File: src/rtl/core/hafb_pkg.sv
package hafb_pkg;

    localparam int MAX_HOLES_DEF = 16;

    localparam int SIZE_W  = 16;
    localparam int ACT_W   = 2;
    localparam int HIDX_W  = 4;
    localparam int IN_W    = 24;
    localparam int OUT_W   = 24;
    localparam int APB_AW  = 3;
    localparam int APB_DW  = 32;

    localparam logic [ACT_W-1:0] ACT_CLEAR  = 2'd0;
    localparam logic [ACT_W-1:0] ACT_APPEND = 2'd1;
    localparam logic [ACT_W-1:0] ACT_ALLOC  = 2'd2;

    localparam logic [APB_AW-1:0] REG_FIT_MODE = 3'd0;

    typedef enum logic [1:0] {
        ST_IDLE,
        ST_SCAN,
        ST_DRAIN,
        ST_DONE
    } t_state;

    typedef struct packed {
        logic load;
        logic scan_rd;
        logic finish;
    } t_cmd;

    typedef struct packed {
        logic count_zero;
        logic scan_last;
        logic out_busy;
    } t_sts;

endpackage

File: src/rtl/core/hafb_ctrl.sv
module hafb_ctrl
    import hafb_pkg::*;
(
    input  logic             i_clk,
    input  logic             i_rst_n,
    input  logic             i_in_valid,
    input  logic [ACT_W-1:0] i_action,
    input  t_sts             i_sts,
    output logic             o_in_ready,
    output t_cmd             o_cmd
);

    t_state r_state;
    t_state n_state;

    always_ff @(posedge i_clk) begin
        if (!i_rst_n) begin
            r_state <= ST_IDLE;
        end else begin
            r_state <= n_state;
        end
    end

    always_comb begin
        n_state = r_state;
        case (r_state)
            ST_IDLE: begin
                if (i_in_valid) begin
                    if (i_action == ACT_ALLOC && !i_sts.count_zero) begin
                        n_state = ST_SCAN;
                    end else begin
                        n_state = ST_DONE;
                    end
                end
            end
            ST_SCAN: begin
                if (i_sts.scan_last) begin
                    n_state = ST_DRAIN;
                end
            end
            ST_DRAIN: begin
                n_state = ST_DONE;
            end
            ST_DONE: begin
                if (!i_sts.out_busy) begin
                    n_state = ST_IDLE;
                end
            end
            default: begin
                n_state = ST_IDLE;
            end
        endcase
    end

    always_comb begin
        o_in_ready    = 1'b0;
        o_cmd.load    = 1'b0;
        o_cmd.scan_rd = 1'b0;
        o_cmd.finish  = 1'b0;
        case (r_state)
            ST_IDLE: begin
                o_in_ready = 1'b1;
                o_cmd.load = i_in_valid;
            end
            ST_SCAN: begin
                o_cmd.scan_rd = 1'b1;
            end
            ST_DRAIN: begin
            end
            ST_DONE: begin
                o_cmd.finish = !i_sts.out_busy;
            end
            default: begin
            end
        endcase
    end

endmodule

File: src/rtl/core/hafb_dp.sv
module hafb_dp
    import hafb_pkg::*;
#(
    parameter int MAX_HOLES = MAX_HOLES_DEF
) (
    input  logic              i_clk,
    input  logic              i_rst_n,
    input  t_cmd              i_cmd,
    output t_sts              o_sts,
    input  logic [ACT_W-1:0]  i_action,
    input  logic [SIZE_W-1:0] i_size,
    input  logic              i_fit_mode,
    input  logic              i_out_ready,
    output logic              o_out_valid,
    output logic              o_ok,
    output logic [HIDX_W-1:0] o_hole_index,
    output logic [SIZE_W-1:0] o_remaining
);

    localparam int IW = (MAX_HOLES > 1) ? $clog2(MAX_HOLES) : 1;
    localparam int CW = $clog2(MAX_HOLES + 1);

    logic [SIZE_W-1:0] r_mem [MAX_HOLES];
    logic [SIZE_W-1:0] r_rd_data;
    logic [CW-1:0]     r_count;
    logic [CW-1:0]     r_scan;
    logic              r_cmp_vld;
    logic [IW-1:0]     r_cmp_idx;
    logic [ACT_W-1:0]  r_act;
    logic [SIZE_W-1:0] r_req;
    logic              r_found;
    logic [IW-1:0]     r_pick;
    logic [SIZE_W-1:0] r_pick_size;
    logic              r_out_vld;
    logic              r_ok;
    logic [HIDX_W-1:0] r_idx;
    logic [SIZE_W-1:0] r_rem;

    logic              take;
    logic              full;
    logic              mem_we;
    logic [IW-1:0]     mem_wa;
    logic [SIZE_W-1:0] mem_wd;
    logic [SIZE_W-1:0] left;

    // In first fit the first fitting hole wins; best fit replaces it only by a
    // strictly smaller one, so ties keep the lowest index.
    assign take = r_cmp_vld && (r_rd_data >= r_req)
                  && (!r_found || (i_fit_mode && (r_rd_data < r_pick_size)));
    assign full = (r_count == CW'(MAX_HOLES));
    assign left = r_pick_size - r_req;

    always_comb begin
        mem_we = 1'b0;
        mem_wa = r_pick;
        mem_wd = left;
        if (i_cmd.finish) begin
            if (r_act == ACT_APPEND && !full) begin
                mem_we = 1'b1;
                mem_wa = r_count[IW-1:0];
                mem_wd = r_req;
            end else if (r_act == ACT_ALLOC && r_found) begin
                mem_we = 1'b1;
            end
        end
    end

    always_ff @(posedge i_clk) begin
        if (mem_we) begin
            r_mem[mem_wa] <= mem_wd;
        end
        if (i_cmd.scan_rd) begin
            r_rd_data <= r_mem[r_scan[IW-1:0]];
        end
    end

    always_ff @(posedge i_clk) begin
        if (!i_rst_n) begin
            r_count   <= '0;
            r_cmp_vld <= 1'b0;
            r_out_vld <= 1'b0;
            r_found   <= 1'b0;
            r_scan    <= '0;
        end else begin
            r_cmp_vld <= i_cmd.scan_rd;
            if (i_cmd.load) begin
                r_found <= 1'b0;
                r_scan  <= '0;
            end else begin
                if (i_cmd.scan_rd) begin
                    r_scan <= CW'(r_scan + 1'b1);
                end
                if (take) begin
                    r_found <= 1'b1;
                end
            end
            if (i_cmd.finish) begin
                r_out_vld <= 1'b1;
                if (r_act == ACT_CLEAR) begin
                    r_count <= '0;
                end else if (r_act == ACT_APPEND && !full) begin
                    r_count <= CW'(r_count + 1'b1);
                end
            end else if (i_out_ready) begin
                r_out_vld <= 1'b0;
            end
        end
    end

    always_ff @(posedge i_clk) begin
        if (i_cmd.load) begin
            r_act <= i_action;
            r_req <= i_size;
        end
        if (i_cmd.scan_rd) begin
            r_cmp_idx <= r_scan[IW-1:0];
        end
        if (take) begin
            r_pick      <= r_cmp_idx;
            r_pick_size <= r_rd_data;
        end
        if (i_cmd.finish) begin
            case (r_act)
                ACT_CLEAR: begin
                    r_ok  <= 1'b1;
                    r_idx <= '0;
                    r_rem <= '0;
                end
                ACT_APPEND: begin
                    r_ok  <= !full;
                    r_idx <= full ? '0 : HIDX_W'(r_count);
                    r_rem <= full ? '0 : r_req;
                end
                ACT_ALLOC: begin
                    r_ok  <= r_found;
                    r_idx <= r_found ? HIDX_W'(r_pick) : '0;
                    r_rem <= r_found ? left : '0;
                end
                default: begin
                    r_ok  <= 1'b0;
                    r_idx <= '0;
                    r_rem <= '0;
                end
            endcase
        end
    end

    assign o_sts.count_zero = (r_count == '0);
    assign o_sts.scan_last  = (CW'(r_scan + 1'b1) == r_count);
    assign o_sts.out_busy   = r_out_vld && !i_out_ready;

    assign o_out_valid  = r_out_vld;
    assign o_ok         = r_ok;
    assign o_hole_index = r_idx;
    assign o_remaining  = r_rem;

endmodule

File: src/rtl/core/hole_allocator_first_best_fit.sv
// Channel   Direction  Handshake               Payload
// s_*       in         s_tvalid / s_tready     s_tdata: action, size
// m_*       out        m_tvalid / m_tready     m_tdata: ok, hole_index, remaining
// APB       in         psel & penable & pwrite register 0: fit_mode
//
// Clear, append, unused codes and an allocation on an empty table go from IDLE
// straight to DONE. Other allocations scan the n filled holes through the
// registered read port, one entry a cycle, then pass DRAIN before DONE.
// Reset is synchronous and active low; the table keeps no reset contents.
// A result waits in the output register; the next transaction is accepted
// meanwhile and finishes once that register is free.
module hole_allocator_first_best_fit
    import hafb_pkg::*;
#(
    parameter int MAX_HOLES = MAX_HOLES_DEF
) (
    input  logic              i_clk,
    input  logic              i_rst_n,
    input  logic              s_tvalid,
    output logic              s_tready,
    input  logic [IN_W-1:0]   s_tdata,   // [1:0] action, [17:2] size, [23:18] zero
    output logic              m_tvalid,
    input  logic              m_tready,
    output logic [OUT_W-1:0]  m_tdata,   // [0] ok, [4:1] hole_index, [20:5] remaining
    input  logic              psel,
    input  logic              penable,
    input  logic              pwrite,
    input  logic [APB_AW-1:0] paddr,
    input  logic [APB_DW-1:0] pwdata,
    output logic [APB_DW-1:0] prdata,
    output logic              pready
);

    t_cmd              cmd;
    t_sts              sts;
    logic              r_fit_mode;
    logic              ok;
    logic [HIDX_W-1:0] hole_index;
    logic [SIZE_W-1:0] remaining;

    always_ff @(posedge i_clk) begin
        if (!i_rst_n) begin
            r_fit_mode <= 1'b0;
        end else if (psel && penable && pwrite && paddr == REG_FIT_MODE) begin
            r_fit_mode <= pwdata[0];
        end
    end

    assign pready = 1'b1;
    assign prdata = (paddr == REG_FIT_MODE) ? {{(APB_DW-1){1'b0}}, r_fit_mode} : '0;

    hafb_ctrl u_ctrl (
        .i_clk      (i_clk),
        .i_rst_n    (i_rst_n),
        .i_in_valid (s_tvalid),
        .i_action   (s_tdata[ACT_W-1:0]),
        .i_sts      (sts),
        .o_in_ready (s_tready),
        .o_cmd      (cmd)
    );

    hafb_dp #(
        .MAX_HOLES (MAX_HOLES)
    ) u_dp (
        .i_clk        (i_clk),
        .i_rst_n      (i_rst_n),
        .i_cmd        (cmd),
        .o_sts        (sts),
        .i_action     (s_tdata[ACT_W-1:0]),
        .i_size       (s_tdata[ACT_W+SIZE_W-1:ACT_W]),
        .i_fit_mode   (r_fit_mode),
        .i_out_ready  (m_tready),
        .o_out_valid  (m_tvalid),
        .o_ok         (ok),
        .o_hole_index (hole_index),
        .o_remaining  (remaining)
    );

    assign m_tdata = {{(OUT_W-1-HIDX_W-SIZE_W){1'b0}}, remaining, hole_index, ok};

endmodule
File: config.mk
export PLATFORM = sky130hd
export DESIGN_NAME = hole_allocator_first_best_fit
export DESIGN_NICKNAME = d
export VERILOG_FILES = /design/src/rtl/core/hafb_pkg.sv /design/src/rtl/core/hafb_ctrl.sv /design/src/rtl/core/hafb_dp.sv /design/src/rtl/core/hole_allocator_first_best_fit.sv
export SDC_FILE = /design/constraint.sdc
export NUM_CORES = 1
export LEC_CHECK = 0
export BUFFER_PORTS_ARGS = -buffer_cell sky130_fd_sc_hd__buf_2
export CAP_MARGIN = 20
export CELL_PAD_IN_SITES_DETAIL_PLACEMENT = 0
export CELL_PAD_IN_SITES_GLOBAL_PLACEMENT = 1
export CORE_ASPECT_RATIO = 1.75
export CORE_MARGIN = 5
export CORE_UTILIZATION = 45
export CTS_CLUSTER_DIAMETER = 100
export DETAILED_ROUTE_END_ITERATION = 6
export PLACE_DENSITY_LB_ADDON = 0.1
export SLEW_MARGIN = 20
export SYNTH_ARGS = -nofsm -noshare
export SYNTH_HDL_FRONTEND = slang
export SYNTH_SLANG_ARGS = --single-unit
export TNS_END_PERCENT = 10
File: constraint.sdc
create_clock -name i_clk -period 3.7 [get_ports i_clk]
set_input_delay 0 -clock i_clk [delete_from_list [all_inputs] [get_ports i_clk]]
set_output_delay 0 -clock i_clk [all_outputs]
set_load 0.02 [all_outputs]
# Word-level counts from Yosys, hierarchy flattened
# Memory sizes are Yosys's and may differ from the RTL's. A register that Yosys moved wholly into a read port is not among the register bits.
# Cells that the tools add are included.
[word_totals]
inputBits = 66
reg_bits = 79
wordCells = 88
n_memories = 1
ram_bits = 256
output_inout_bits = 59
[op_classes]
eq_ne = 11
mux = 30
magnitude_cmp = 2
add_sub_neg = 3
n_reduce_logical = 25
bitwise = 1
[mem_list]
columns = ["name", "depth", "width", "rd", "rd_clocked_by_memory_dff", "wr", "line_no", "text"]
rows = [
  ["u_dp.r_mem", 16, 16, 1, 1, 1, "hafb_dp.sv:23", "logic [SIZE_W-1:0] r_mem [MAX_HOLES];"],
]
[op_table]
columns = ["op", "n"]
rows = [
  ["16-bit 2-to-1 mux", 4],
  ["16-bit case mux with 2 select lines", 1],
  ["16-bit greater-or-equal comparator", 1],
  ["16-bit less-than comparator", 1],
  ["4-bit 2-to-1 mux", 4],
  ["16-bit subtractor", 1],
  ["1-bit 2-to-1 mux", 12],
  ["5-bit by 1-bit adder with 5-bit output, second input constant", 2],
  ["1-bit logical AND", 10],
  ["5-bit 2-to-1 mux", 2],
  ["2-bit == test, second input constant", 4],
  ["2-bit 2-to-1 mux", 4],
  ["2-bit case mux with 4 select lines", 1],
  ["4-bit case mux with 2 select lines", 1],
  ["2-bit inequality test, second input constant", 3],
  ["5-bit == test", 1],
  ["5-bit == test, second input constant", 1],
  ["1-bit logical NOT", 5],
  ["5-bit logical NOT", 1],
  ["2-bit by 1-bit == test with 1-bit output, second input constant", 2],
  ["2-bit logical NOT", 2],
  ["2-bit nonzero test", 2],
  ["3-bit logical NOT", 1],
  ["1-bit case mux with 3 select lines", 1],
  ["5 further kinds", 5],
]

# Depth between registers and ports, before layout
[depth]
ltp_word = 7
depth_mapped = 10
ltp_nobuf = 10

# Hierarchy
# Synthesis repeated with hierarchy kept, for this count alone.
[hier_totals]
cells_unflattened = 908
hier_area_um2 = 15454.8
[by_module_without_submodules]
columns = ["module", "seq_area_each_um2", "area_per_inst_um2", "n_inst", "cells_per_inst"]
rows = [
  ["hafb_dp", 10319.9, 14926.8, 1, 843],
  ["hole_allocator_first_best_fit", 20.0, 339.1, 1, 45],
  ["hafb_ctrl", 40.0, 188.9, 1, 20],
]

# Worst setup path before layout
# No wires, ideal clock.
[synth_path]
path_type = "flip-flop to flip-flop"
from = "register u_ctrl.r_state[1]"
to = "memory u_dp.r_mem[3][0] (enable)"
path_slack_ps = 801
arrival_time_ps = 2511
synth_period_minus_slack_ps = 2899
t_required_ps = 3312
path_buffers = 1
setup_ps = 388
path_stages_with_launch = 9
cell_sequence = "dfxtp_1 -> ha_1 -> nand2_1 -> inv_1 -> nand2_1 -> clkbuf_1 -> nor3_1 -> a31oi_1 -> nor2_1"
[synth_rtl]
columns = ["element", "line_no", "text"]
rows = [
  ["from (decl)", "hafb_ctrl.sv:13", "t_state r_state;"],
  ["from (signal assigned)", "hafb_ctrl.sv:20", "r_state <= n_state;"],
  ["to (decl)", "hafb_dp.sv:23", ""],
]

# Worst setup path after layout
[layout_path]
from = "register u_dp.r_req[0]"
to = "memory u_dp.r_mem[0][10] (data pin)"
[layout_via]
elab_chain_cells = 3
[layout_rtl]
columns = ["element", "line_no", "text"]
rows = [
  ["from (decl)", "hafb_dp.sv:30", "logic [SIZE_W-1:0] r_req;"],
  ["from (signal assigned)", "hafb_dp.sv:113", "r_req <= i_size;"],
  ["16-bit subtractor *", "hafb_dp.sv:51", "assign left = r_pick_size - r_req;"],
  ["16-bit 2-to-1 mux", "hafb_dp.sv:58", "if (r_act == ACT_APPEND && !full) begin"],
  ["16-bit 2-to-1 mux *", "hafb_dp.sv:57", "if (i_cmd.finish) begin"],
  ["named net u_dp.mem_wd[10]", "hafb_dp.sv:43", "logic [SIZE_W-1:0] mem_wd;"],
]
# Mark *: on every way through the listed nets, which the timed path passes. The rest lies on a longest branch.

==> results.cfg <==
[run_status]
outcome = finished, final reports clean

[global_route]
grt_pass1_vias = 8365
global_route_wire_length_before_repair_microns = 51100
antenna_found_initial = 1
grt_max_degree = 67
gr_overflow_total = 0
globalRouteTotalUtil = 0.183

[worst_hold_path]
hold_path.class = input pin to flop

[sta]
clock-skew-final_ns = 0.0180
grt_setup_unrepaired = false
finalCriticalPeriod_ns = 3.03
timing.final.ws_setup_ns = 0.667
timing_worst_slew_pin_value_ns = 0.798
hold_viol = 0
share_of_the_clock_period_used_by_the_worst_path = 0.820
max_slew_violation_total_from_the_final_report = 0
timing.slew.headroom = 0.468
setup_violations = 0
fmax_mhz = 330
tns_ns = 0

[setup_path]
timing.critical_path.to_type = flop
critical_path_required_ns = 3.93
worst_path_dominant_cell_family = compound AO/OA/AOI/OAI gates
signal_arrival_time_at_the_worst_endpoint_ns = 3.26
timing.setup.critical_path_class = flop to flop
worst-path-buf-inv = 0
critical_path.startpoint_type = flop
critical-path-max-stage-delay_ns = 0.50
timing.critical_path.fanout_max = 16
crit_path_cell_trace = ha_1, fa_1, nor2b_1, o21ai_0, a21o_1, and2_1, o21ai_0, xor2_1, mux2_2
timing.critical_path.slowest_stage_cell = sky130_fd_sc_hd__edfxtp_1
cpMostUsedCell = sky130_fd_sc_hd__o21ai_0

[floorplan]
floorplan.initialDensity = 0.455
num_rows = 89
floorplan.io_pins = 125
die_area_sq_um = 37900
die_height_microns = 254
die_w_microns = 149
coreArea_sq_um = 33600

[yosys]
async_flop_share = 0
post-synth-top-area-fraction = 0.658
synthesis.yosys.warnings = 0
post_synth.cell_area_avg_sq_um = 16.9
number_of_enable_type_register_cells_in_the_synthesized_netlist = 335
seq_total_area_yosys = 0.679
cell_types_with_the_largest_area_share_after_synthesis = sky130_fd_sc_hd__edfxtp_1, sky130_fd_sc_hd__mux4_2, sky130_fd_sc_hd__ha_1
synth_cell_type_count = 50
synthCells = 903
postSynth.topFlopCell = sky130_fd_sc_hd__edfxtp_1
synth_seq_cells = 351
syn-cell-area_sq_um = 15300
synthDominantAreaCellType = sky130_fd_sc_hd__edfxtp_1

[detailed_routing]
wl_per_cell_microns = 22.6
detail_route.first_pass.iterations = 4
drc = 0
drt_iter0_drc = 497
post_drt_via_cell_ratio = 5.26
ant_nets = 0
routed_wirelength_microns = 34000
vias = 7924

[clocking]
post-cts-setup-buffer-count = 0
cts_buffer_depth = 3
buffer_cell_driving_the_clock_tree_root = sky130_fd_sc_hd__clkbuf_16
cts_tree = done
clkSinkCount = 351
clock_latency_ns = 0.53
clock_tree.htree_level_count = 2
tritoncts.num_buffers = 35
cts.repair.resized = 0
clkTransAtPathRegs_ns = 0.06

[cells_and_area]
layout.nets = 1150
final_common_cell = sky130_fd_sc_hd__edfxtp_1
count_of_antenna_diodes_in_the_layout = 0
area_delta_synth_final_pct = 15.6
final_cell_mix = sky130_fd_sc_hd__edfxtp_1, sky130_fd_sc_hd__mux4_2, sky130_fd_sc_hd__ha_1, sky130_fd_sc_hd__buf_2, sky130_fd_sc_hd__inv_1
layout-drive-gt1-share = 0.242

[placement]
port_buffer_count = 52
place_ws_ns = 0.697
dp.final_hpwl_microns = 22000
globalplace.congestion = 0.786

[run]
max-cap-violations = 0

[power]
max-vdd-ir-drop_mv = 0.320
cellLeakagePower_nw = 6.11
cellPowerDensity_nw_per_um2 = 640
==> final timing paths <==
kind,start,end,slack [ns],cells after the start
setup reg to reg,u_dp.r_req[0],u_dp.r_mem[0][10],0.67,9
hold reg to reg,u_dp.r_cmp_idx[1],u_dp.r_pick[1],0.42,0
setup / recovery,u_dp.r_req[0],u_dp.r_mem[0][10],0.67,9
hold / removal,m_tready,u_ctrl.r_state[0],0.14,4
==> routing by layer <==
layer	wire, microns	vias up	GRT usage
met5	13	-	0
met4	710	2	0.0487
met3	1330	48	0.0264
met2	19000	187	0.351
met1	12900	4012	0.213
li1	-	3675	-
==> power breakdown <==
part | switching, mW | internal [mW]
registers | 0.168 | 5.12
clock network | 1.49 | 2.14
logic | 1.45 | 0.938
total | 3.11 | 8.20
==> area by class of cell <==
cell class,instances,area [sq um]
multi-input cells,470,4470
inverters,49,184
clock buffers,39,912
repair buffers,118,878
fillers,2744,16000
well taps,455,569
clock inverters,24,268
flip-flops and latches,351,10400
==> cells in the mapped netlist, drive strengths merged (2+ instances only) <==
cell type,number
nor2,47
nand3b,2
and2,9
xnor2,15
edfxtp,335
nand2,37
nand4,10
a21o,13
nor2b,20
clkbuf,15
xor2,12
buf,51
nor3,7
a22o,6
inv,49
mux4,80
o211ai,3
a21oi,30
o21a,3
mux2,5
conb,2
mux2i,3
and3,2
a31oi,11
ha,58
a211oi,2
dfxtp,16
a22oi,8
a21boi,3
nand2b,6
nand3,5
o21ai,26
==> tightest hold or removal path: cells and delay by family <==
family                 cells  cell delay (ns)
AO/OA/AOI/OAI              2             0.38
buffers and inverters      1             0.10
AND/OR/NAND/NOR            1             0.15
==> sequential cells by signal, summed over array words and instances, names as in the netlist, 4 cells and up <==
| signal | flops |
|---|---|
| u_dp.o_hole_index | 4 |
| u_dp.r_mem | 256 |
| u_dp.o_remaining | 16 |
| u_dp.r_req | 16 |
| u_dp.r_cmp_idx | 4 |
| u_dp.r_count | 5 |
| u_dp.r_pick | 4 |
| u_dp.r_rd_data | 16 |
| u_dp.r_pick_size | 16 |
| u_dp.r_scan | 5 |
==> stage by stage <==
| stage | total power, mW | cell area, sq um | util | hold slack (ns) | instances |
|---|---|---|---|---|---|
| 6_report | 11.3 | 17700 | 0.525 | 0.141 | 1506 |
| 5_1_grt | 11.9 | 17700 | 0.525 | 0.186 | 1506 |
| 4_1_cts | 11.5 | 17700 | 0.525 | 0.127 | 1506 |
| 3_5_place_dp | 7.79 | 16200 | 0.483 | 0.178 | 1419 |
| 3_3_place_gp | 7.74 | 16200 | 0.483 | 0.177 | 1419 |
| 2_1_floorplan | 6.95 | 15400 | - | 0.0989 | 936 |
==> cell families after synthesis <==
| kind of cell | share of synthesized area |
|---|---|
| AND/OR/NAND/NOR | 0.0468 |
| multiplexers | 0.123 |
| other | 0.000491 |
| XOR/XNOR | 0.0160 |
| adder cells (fa/ha/maj) | 0.0488 |
| buffers and inverters | 0.0397 |
| AO/OA/AOI/OAI | 0.0459 |
| flip-flops | 0.679 |
==> timing repair <==
item | in CTS | in global routing
hold buffers | 24 | 0
endpoints found under the hold margin | 28 | 0
setup endpoints to repair | 0 | 0
No activity file was read; power rests on OpenSTA's default activity.
